--- config.mk ---
export PLATFORM = sky130hd
export DESIGN_NAME = button_debounce_long_press
export DESIGN_NICKNAME = d
export VERILOG_FILES = /design/src/hdl/bdlp_pkg.sv /design/src/hdl/bdlp_cfg.sv /design/src/hdl/bdlp_cell.sv /design/src/hdl/button_debounce_long_press.sv
export SDC_FILE = /design/constraint.sdc
export NUM_CORES = 1
export LEC_CHECK = 0
export ABC_AREA = 1
export BUFFER_PORTS_ARGS = -buffer_cell sky130_fd_sc_hd__buf_2
export CAP_MARGIN = 10
export CORE_MARGIN = 5
export CORE_UTILIZATION = 60
export DETAILED_ROUTE_END_ITERATION = 10
export PLACE_DENSITY = 0.81
export REMOVE_ABC_BUFFERS = 1
export SLEW_MARGIN = 20
export SYNTH_ARGS = -nofsm -noshare
export SYNTH_HDL_FRONTEND = slang
export SYNTH_SLANG_ARGS = --single-unit
export TNS_END_PERCENT = 50
--- constraint.sdc ---
create_clock -name aclk -period 3.1 [get_ports aclk]
set_input_delay 0.93 -clock aclk [delete_from_list [all_inputs] [get_ports aclk]]
set_output_delay 0.93 -clock aclk [all_outputs]
set_load 0.02 [all_outputs]
--- src/hdl/bdlp_pkg.sv ---
// Package of the button debouncer: constants, register indexes and shared types.
// No dependencies.
`timescale 1ns / 1ps

package bdlp_pkg;

    localparam int BTN_COUNT   = 3;
    localparam int TICK_W      = 16;
    localparam int CFG_DATA_W  = 16;
    localparam int CFG_INDEX_W = 2;

    localparam logic [TICK_W-1:0] DEBOUNCE_RESET   = 16'd100;
    localparam logic [TICK_W-1:0] LONG_PRESS_RESET = 16'd1000;

    // Register indexes of the configuration channel.
    localparam logic [CFG_INDEX_W-1:0] REG_DEBOUNCE_TICKS   = 2'd0;
    localparam logic [CFG_INDEX_W-1:0] REG_LONG_PRESS_TICKS = 2'd1;
    localparam logic [CFG_INDEX_W-1:0] REG_LONG_PRESS_EN    = 2'd2;

    // Effective tick counts (zero already mapped to one).
    typedef struct packed {
        logic [TICK_W-1:0] debounce_ticks;
        logic [TICK_W-1:0] long_press_ticks;
    } tick_cfg_t;

    // Per-button result of one tick.
    typedef struct packed {
        logic stable;
        logic changed;
        logic long_press;
    } btn_evt_t;

endpackage

--- src/hdl/bdlp_cfg.sv ---
// Configuration register file of the button debouncer.
// Depends on bdlp_pkg.
`timescale 1ns / 1ps

module bdlp_cfg #(
    parameter int NUM_BUTTONS = bdlp_pkg::BTN_COUNT
) (
    input  logic                               aclk,
    input  logic                               aresetn,
    input  logic                               cfg_valid,
    output logic                               cfg_ready,
    input  logic [bdlp_pkg::CFG_INDEX_W-1:0]   cfg_index,
    input  logic [bdlp_pkg::CFG_DATA_W-1:0]    cfg_data,
    output bdlp_pkg::tick_cfg_t                tick_cfg,
    output logic [NUM_BUTTONS-1:0]             long_press_en
);
    import bdlp_pkg::*;

    logic [TICK_W-1:0]      debounce_reg;
    logic [TICK_W-1:0]      long_press_reg;
    logic [NUM_BUTTONS-1:0] enable_reg;

    assign cfg_ready = 1'b1;

    always_ff @(posedge aclk) begin
        if (!aresetn) begin
            debounce_reg   <= DEBOUNCE_RESET;
            long_press_reg <= LONG_PRESS_RESET;
            enable_reg     <= '1;
        end else if (cfg_valid) begin
            unique case (cfg_index)
                REG_DEBOUNCE_TICKS:   debounce_reg   <= cfg_data[TICK_W-1:0];
                REG_LONG_PRESS_TICKS: long_press_reg <= cfg_data[TICK_W-1:0];
                REG_LONG_PRESS_EN:    enable_reg     <= cfg_data[NUM_BUTTONS-1:0];
                default: ; // unmapped index: drop the write
            endcase
        end
    end

    // A programmed zero behaves as one tick.
    assign tick_cfg.debounce_ticks   = (debounce_reg == '0) ? TICK_W'(1) : debounce_reg;
    assign tick_cfg.long_press_ticks = (long_press_reg == '0) ? TICK_W'(1) : long_press_reg;
    assign long_press_en             = enable_reg;

endmodule

--- src/hdl/bdlp_cell.sv ---
// One button lane: debounce countdown, debounced level and long-press countdown.
// Depends on bdlp_pkg.
`timescale 1ns / 1ps

module bdlp_cell (
    input  logic                aclk,
    input  logic                aresetn,
    input  logic                step,
    input  logic                primed,
    input  logic                raw,
    input  logic                long_press_en,
    input  bdlp_pkg::tick_cfg_t tick_cfg,
    output bdlp_pkg::btn_evt_t  evt
);
    import bdlp_pkg::*;

    logic              prev_raw_reg, prev_raw_next;
    logic              stable_reg, stable_next;
    logic [TICK_W-1:0] deb_cnt_reg, deb_cnt_next;
    logic [TICK_W-1:0] long_cnt_reg, long_cnt_next;
    logic              changed;
    logic              long_hit;

    always_comb begin
        prev_raw_next = raw;
        stable_next   = stable_reg;
        deb_cnt_next  = deb_cnt_reg;
        long_cnt_next = long_cnt_reg;
        changed       = 1'b0;
        long_hit      = 1'b0;
        if (!primed) begin
            stable_next = raw;
        end else begin
            // long-press countdown advances first
            if (long_cnt_reg != '0) begin
                long_cnt_next = long_cnt_reg - TICK_W'(1);
                long_hit      = (long_cnt_reg == TICK_W'(1));
            end
            if (raw != prev_raw_reg) begin
                deb_cnt_next = tick_cfg.debounce_ticks;
            end else if (deb_cnt_reg != '0) begin
                deb_cnt_next = deb_cnt_reg - TICK_W'(1);
                if (deb_cnt_reg == TICK_W'(1) && raw != stable_reg) begin
                    if (raw) begin
                        if (long_press_en) begin
                            long_cnt_next = tick_cfg.long_press_ticks;
                        end
                    end else begin
                        long_cnt_next = '0;
                    end
                    stable_next = raw;
                    changed     = 1'b1;
                end
            end
        end
    end

    always_ff @(posedge aclk) begin
        if (!aresetn) begin
            prev_raw_reg <= 1'b0;
            stable_reg   <= 1'b0;
            deb_cnt_reg  <= '0;
            long_cnt_reg <= '0;
        end else if (step) begin
            prev_raw_reg <= prev_raw_next;
            stable_reg   <= stable_next;
            deb_cnt_reg  <= deb_cnt_next;
            long_cnt_reg <= long_cnt_next;
        end
    end

    assign evt.stable     = stable_next;
    assign evt.changed    = changed;
    assign evt.long_press = long_hit;

endmodule

--- src/hdl/button_debounce_long_press.sv ---
// Top level of the button debouncer with long-press detection.
// Depends on bdlp_pkg, bdlp_cfg and bdlp_cell.
`timescale 1ns / 1ps
//
//  Channel   Dir  Handshake             Payload
//  s_        in   s_tvalid / s_tready   s_tdata: raw_levels
//  m_        out  m_tvalid / m_tready   m_tdata: stable_out, changed_mask, long_press_mask
//  cfg_      in   cfg_valid / cfg_ready cfg_index, cfg_data (register write)
//
//  Cycles: one tick beat per clock while s_tready is high (see Stalls); its result beat
//  is valid the cycle after it is taken, held in the result register.
//  Reset (aresetn low, synchronous) loads 100 / 1000 ticks, all long presses enabled,
//  idle counters and clears the result valid flag; the first tick only loads the levels.
//  Stalls: s_tready drops only while a result beat waits and m_tready is low.
//  cfg_ready is always high; write only while no tick beat is in flight.

module button_debounce_long_press #(
    parameter int NUM_BUTTONS = bdlp_pkg::BTN_COUNT,
    localparam int S_W = ((NUM_BUTTONS + 7) / 8) * 8,
    localparam int M_W = ((3 * NUM_BUTTONS + 7) / 8) * 8
) (
    input  logic                             aclk,
    input  logic                             aresetn,
    // tick input
    input  logic                             s_tvalid,
    output logic                             s_tready,
    input  logic [S_W-1:0]                   s_tdata,   // raw_levels
    // result output
    output logic                             m_tvalid,
    input  logic                             m_tready,
    output logic [M_W-1:0]                   m_tdata,   // stable_out, changed_mask,
                                                        // long_press_mask
    // register writes
    input  logic                             cfg_valid,
    output logic                             cfg_ready,
    input  logic [bdlp_pkg::CFG_INDEX_W-1:0] cfg_index,
    input  logic [bdlp_pkg::CFG_DATA_W-1:0]  cfg_data
);
    import bdlp_pkg::*;

    tick_cfg_t              tick_cfg;
    logic [NUM_BUTTONS-1:0] long_press_en;
    logic                   step;
    logic                   primed_reg;
    btn_evt_t               evt [NUM_BUTTONS];
    logic [NUM_BUTTONS-1:0] stable_vec, changed_vec, long_vec;
    logic                   m_tvalid_reg;
    logic [M_W-1:0]         m_tdata_reg;

    bdlp_cfg #(
        .NUM_BUTTONS (NUM_BUTTONS)
    ) u_cfg (
        .aclk          (aclk),
        .aresetn       (aresetn),
        .cfg_valid     (cfg_valid),
        .cfg_ready     (cfg_ready),
        .cfg_index     (cfg_index),
        .cfg_data      (cfg_data),
        .tick_cfg      (tick_cfg),
        .long_press_en (long_press_en)
    );

    // Take a new tick whenever the result register is empty or being drained.
    assign s_tready = !m_tvalid_reg || m_tready;
    assign step     = s_tvalid && s_tready;

    for (genvar i = 0; i < NUM_BUTTONS; i++) begin : g_btn
        bdlp_cell u_cell (
            .aclk          (aclk),
            .aresetn       (aresetn),
            .step          (step),
            .primed        (primed_reg),
            .raw           (s_tdata[i]),
            .long_press_en (long_press_en[i]),
            .tick_cfg      (tick_cfg),
            .evt           (evt[i])
        );
        assign stable_vec[i]  = evt[i].stable;
        assign changed_vec[i] = evt[i].changed;
        assign long_vec[i]    = evt[i].long_press;
    end

    // The first tick after reset primes the levels.
    always_ff @(posedge aclk) begin
        if (!aresetn) begin
            primed_reg <= 1'b0;
        end else if (step) begin
            primed_reg <= 1'b1;
        end
    end

    // Result register: hold while stalled, load on every accepted tick.
    always_ff @(posedge aclk) begin
        if (!aresetn) begin
            m_tvalid_reg <= 1'b0;
        end else if (step) begin
            m_tvalid_reg <= 1'b1;
        end else if (m_tready) begin
            m_tvalid_reg <= 1'b0;
        end
    end

    always_ff @(posedge aclk) begin
        if (step) begin
            m_tdata_reg <= M_W'({long_vec, changed_vec, stable_vec});
        end
    end

    assign m_tvalid = m_tvalid_reg;
    assign m_tdata  = m_tdata_reg;

endmodule

# [After elaboration in Yosys (flattened, before gate mapping)]
# Cells that the tools add are included.
[totals] ff_bits=148 output_inout_bits=19 latch_bits=0 wordCells=123 mem_bits_rw=0 n_memories=0 romBits=0 inputBits=31
[classes] shift=0 div_mod_pow=0 reduce_logical=32 n_eq_ne=14 muxes=43 addsub=6 n_bitwise=4 mul=0 order_cmp=0
[ops] operator="$mux W16" n=26
[ops] operator="$eq A16 B1 Y1 const B" n=6
[ops] operator="$reduce_bool A16 Y1" n=6
[ops] operator="$sub A16 B1 Y16 const B" n=6
[ops] operator="$logic_not A16 Y1" n=2
[ops] operator="$mux W1" n=17
[ops] operator="$reduce_and A2 Y1" n=7
[ops] operator="$reduce_and A3 Y1" n=3
[ops] operator="$reduce_or A3 Y1" n=3
[ops] operator="$reduce_bool A2 Y1" n=4
[ops] operator="$ne A1 B1 Y1" n=6
[ops] operator="$logic_and A1 B1 Y1" n=4
[ops] operator="$not A1 Y1" n=4
[ops] operator="$eq A2 B1 Y1 const B" n=1
[ops] operator="$eq A2 B2 Y1 const B" n=1
[ops] operator="$logic_not A2 Y1" n=1
[ops] operator="$logic_not A1 Y1" n=1
[ops] operator="$logic_or A1 B1 Y1" n=1

# [Logic depth before layout (Yosys ltp)]
[depth] ltp_word=7 mapped_depth=13 depth_no_buf=12

# [By module]
# A second synthesis with hierarchy kept.
[unflattened] cells_unflattened=1590 area_unflattened_um2=9884.5
[modules_own_cells] module="bdlp_cell at g_btn[1].u_cell ..." seq_area_each_um2=680.7 n_inst=2 cells_each=450 area_per_inst_um2=2628.8
[modules_own_cells] module="bdlp_cell at g_btn[0].u_cell" seq_area_each_um2=680.7 n_inst=1 cells_each=442 area_per_inst_um2=2745.1
[modules_own_cells] module="bdlp_cfg" seq_area_each_um2=700.7 n_inst=1 cells_each=221 area_per_inst_um2=1477.7
[modules_own_cells] module="button_debounce_long_press" seq_area_each_um2=310.3 n_inst=1 cells_each=27 area_per_inst_um2=404.1

# [Worst setup path after synthesis]
# Ideal clock, no wire load.
[synth_timing] path_type="input-to-reg" startpoint="input m_tready" endpoint="register g_btn[0].u_cell.deb_cnt_reg[0]" required_time_ps=2983 path_stages=10 path_buffers=1 path_slack_ps=888 t_arrival_ps=2095 path_cell_list="inv_1 -> nand2_1 -> nand2_2 -> nor2_2 -> inv_2 -> a21oi_4 -> inv_2 -> buf_6 -> o21ai_2 -> a21oi_2"
[synth_between] elab_chain_len=3
[synth_rtl] element="start: declaration" line_no="button_debounce_long_press.sv:30" text="input logic m_tready,"
[synth_rtl] element="$logic_or A1 B1 Y1" line_no="button_debounce_long_press.sv:64" text="assign s_tready = !m_tvalid_reg || m_tready;"
[synth_rtl] element="named net s_tready" line_no="button_debounce_long_press.sv:26" text="output logic s_tready,"
[synth_rtl] element="$logic_and A1 B1 Y1" line_no="button_debounce_long_press.sv:65" text="assign step = s_tvalid && s_tready;"
[synth_rtl] element="$reduce_and A3 Y1 (no line)"
[synth_rtl] element="end signal: assignment" line_no="bdlp_cell.sv:67" text="deb_cnt_reg <= deb_cnt_next;"
[synth_rtl] element="end: declaration" line_no="bdlp_cell.sv:19" text="logic [TICK_W-1:0] deb_cnt_reg, deb_cnt_next;"
# The timed path passes the listed nets, and every way through them passes these cells.
# A chain may end at the register's enable or synchronous reset.

# [Worst setup path in the final report]
[layout_timing] startpoint="input m_tready" endpoint="output s_tready"
[layout_between] elab_chain_len=1
[layout_rtl] element="$logic_or A1 B1 Y1" line_no="button_debounce_long_press.sv:64"
[layout_rtl] element="end: declaration" line_no="button_debounce_long_press.sv:26"
# No other way between the ends.

==> impl_metrics.json <==
{
  "run_status": "finished, final reports clean",
  "detailroute.wirelength.met2_um": 11750,
  "yosys.area.top_type": "sky130_fd_sc_hd__dfxtp_1",
  "timing.critical_path.to": "s_tready",
  "maximum_vdd_drop_uv": 875.4,
  "timing_worst_setup_path_type": "in2out",
  "reg2reg_slack_ns": 0.95,
  "worstSetupStartpoint": "m_tready",
  "synth_mux_area_share_pct": 0,
  "synth-main-ff-cell": "sky130_fd_sc_hd__dfxtp_1",
  "horiz_die_dim_um": 137.0,
  "grt_usage_pct": 28.79,
  "reg2reg_from": "primed_reg",
  "postSynth.asyncResetShare_pct": 0,
  "worst_r2r_endpoint": "g_btn[0].u_cell.deb_cnt_reg[13]",
  "multiInputGateArea_mm2": 0.005684,
  "regArea_mm2": 0.003053,
  "global_route_wire_length_before_repair_um": 43060,
  "fillers": 1422,
  "gp_routability_congestion": 0.9448,
  "worstSkewPairLatency_ns": 0.43,
  "final_min_period_over_clock_period_pct": 72.32,
  "cts_hold_buf": 0,
  "met3WireLength_um": 1960,
  "max_h_tree_level": 4,
  "ctsLongestPathBuffers": 2,
  "tritoncts": "built",
  "synth.cell_area_mm2": 0.009683,
  "num_vias": 9545,
  "drt_wl_total_um": 26320,
  "synth_seq_area_share_pct": 31.53,
  "power-per-cell-area_mw_per_mm2": 904.4,
  "drt_iter0_drc": 934,
  "antenna_violations_before_repair": 0,
  "tns_ns": 0,
  "top_level_ports": 50,
  "insertedDiodeCount": 0,
  "synth-compound-area-share_pct": 17.68,
  "number_of_global_route_vias_before_repair": 8565,
  "synth.top_cell.area_share_pct": 28.74,
  "static-leakage-power_nw": 4.624,
  "finalSetupViolCount": 0,
  "dr.pass1.iters": 7,
  "min-delay-start": "g_btn[0].u_cell.long_cnt_reg[15]",
  "finalPower_mw": 9.478,
  "placeableCoreArea_mm2": 0.01589,
  "post_cts_resize_count": 0,
  "netlist-cell-type-count": 50,
  "clk_pin_slew_worst_paths_ns": 0.06,
  "ant_nets": 0,
  "final_cell_mix": "338 x sky130_fd_sc_hd__nand2_1, 147 x sky130_fd_sc_hd__nor2_1, 139 x sky130_fd_sc_hd__inv_1, 139 x sky130_fd_sc_hd__dfxtp_1, 117 x sky130_fd_sc_hd__a21oi_1",
  "port_buffers": 36,
  "floorplan.die_area_mm2": 0.01878,
  "worst_setup_path_start_kind": "input port",
  "synthTopCellsByArea": "sky130_fd_sc_hd__dfxtp_1 29%, sky130_fd_sc_hd__nand2_1 13%, sky130_fd_sc_hd__a21oi_1 6.0%",
  "share_of_cells_above_drive_strength_1_pct": 14.42,
  "combinational_family_with_the_most_area_after_synthesis": "simple AND/OR/NAND/NOR gates",
  "areaGrowthSynthToFinish_pct": 8.232,
  "synthesized_instance_count": 1452,
  "remaining_drc_errors": 0,
  "post-cts-setup-buffers": 0,
  "finish.net_count": 1510,
  "basic_gate_share_of_the_synthesized_area_counting_and_or_nand_and_nor_cells_pct": 35.38,
  "routedLengthMet1_um": 11790,
  "placementRows": 46,
  "cts.sinks": 148,
  "post_synth_xor_area_fraction_pct": 3.347,
  "tritoncts.num_buffers": 17,
  "top_routing_layer_in_use": "met4",
  "fin_crit_ns": 2.242,
  "chipHeight_um": 137.0,
  "initial_core_util_pct": 60.96,
  "clock_tree.root_cell": "sky130_fd_sc_hd__clkbuf_16",
  "crit_path_end_kind": "primary output",
  "critical_path_required_ns": 2.17,
  "synth_edf_count": 9,
  "vias_per_cell": 5.638,
  "timing_worst_slew_pin_value_ns": 0.8475,
  "relSlewSlack_pct": 43.06,
  "layout.cells.most_common": "sky130_fd_sc_hd__nand2_1",
  "hpwl_um": 18860,
  "crit_path_max_fanout": 3,
  "synth-adder-area-share_pct": 1.938,
  "crit_arrival_ns": 1.31,
  "maxSlewViolCount": 0,
  "wl_per_cell_um": 15.55,
  "rsz_0062_raised_after_global_routing": "no",
  "yosys_warnings": 0,
  "achievable-frequency_mhz": 446.0,
  "grt-ovfl-total": 0,
  "holdCritPathClass": "reg2reg",
  "reg2reg_depth": 7,
  "grt_start_max_net_pins": 51,
  "skew_ns": 0.007102,
  "final-hold-violation-count": 0,
  "yosys_register_bits": 148,
  "cap_viol_max_count": 0,
  "syn_area_per_cell_um2": 6.669
}
==> critical path: stages <==
cell	delay (ns)
sky130_fd_sc_hd__buf_2	0.10
sky130_fd_sc_hd__inv_1	0.04
sky130_fd_sc_hd__nand2_1	0.07
sky130_fd_sc_hd__buf_2	0.17
==> report_power, final <==
part | switching [mW] | total [mW] | internal (mW)
Clock | 0.863 | 1.92 | 1.06
Sequential | 0.250 | 2.40 | 2.15
Combinational | 3.13 | 5.16 | 2.04
==> worst min path at each step <==
stage	depth (start not counted)	slack, ns	end
2_1_floorplan	2	0.44	g_btn[1].u_cell.deb_cnt_reg[15]
3_3_place_gp	2	0.45	g_btn[1].u_cell.deb_cnt_reg[15]
3_5_place_dp	2	0.46	g_btn[0].u_cell.deb_cnt_reg[14]
4_1_cts	2	0.47	g_btn[0].u_cell.long_cnt_reg[15]
5_1_grt	2	0.50	g_btn[0].u_cell.long_cnt_reg[15]
6_report	2	0.47	g_btn[0].u_cell.long_cnt_reg[15]
==> layout make-up <==
| cell class | count | area share [%] |
|---|---|---|
| Timing Repair Buffer | 54 | 3.128 |
| Clock buffer | 19 | 4.226 |
| Sequential cell | 148 | 29.13 |
| Clock inverter | 13 | 0.9551 |
| Inverter | 159 | 5.743 |
| Multi-Input combinational cell | 1084 | 54.24 |
| Tap cell | 216 | 2.579 |
==> metrics by stage <==
step / util (%) / instances / cell area (µm²) / setup WS (ns) / hold WS (ns)
2_1_floorplan: - / 1391 / 9334 / -1.041 / 0.4390
3_3_place_gp: 62.56 / 1661 / 9937 / 0.5787 / 0.4489
3_5_place_dp: 62.56 / 1661 / 9937 / 0.5449 / 0.4595
4_1_cts: 65.97 / 1693 / 10480 / 0.8546 / 0.4695
5_1_grt: 65.97 / 1693 / 10480 / 0.7024 / 0.4955
6_report: 65.97 / 1693 / 10480 / 0.8580 / 0.4697
==> per-layer routing <==
layer  GRT usage, %  vias to the layer above
li1               -                     4780
met1          39.45                     4361
met2          44.66                      344
met3          6.324                       60
met4          10.25                        0
met5              0                        -
==> synth_stat cells, drive strengths merged (20+ instances only) <==
master  instances
dfxtp         139
o21ai         127
nand3         117
xor2           22
a21oi         135
nand2         361
nor2          175
nor3           20
inv           158
nand4          31
clkbuf         33
buf            34
==> cells by family after synthesis <==
family	after synthesis
buf+inv	226
flops	148
simple gates	721
fa+ha+maj	15
compound gates	303
other cells	2
xor+xnor	37
(Power assumes the default switching activity.)
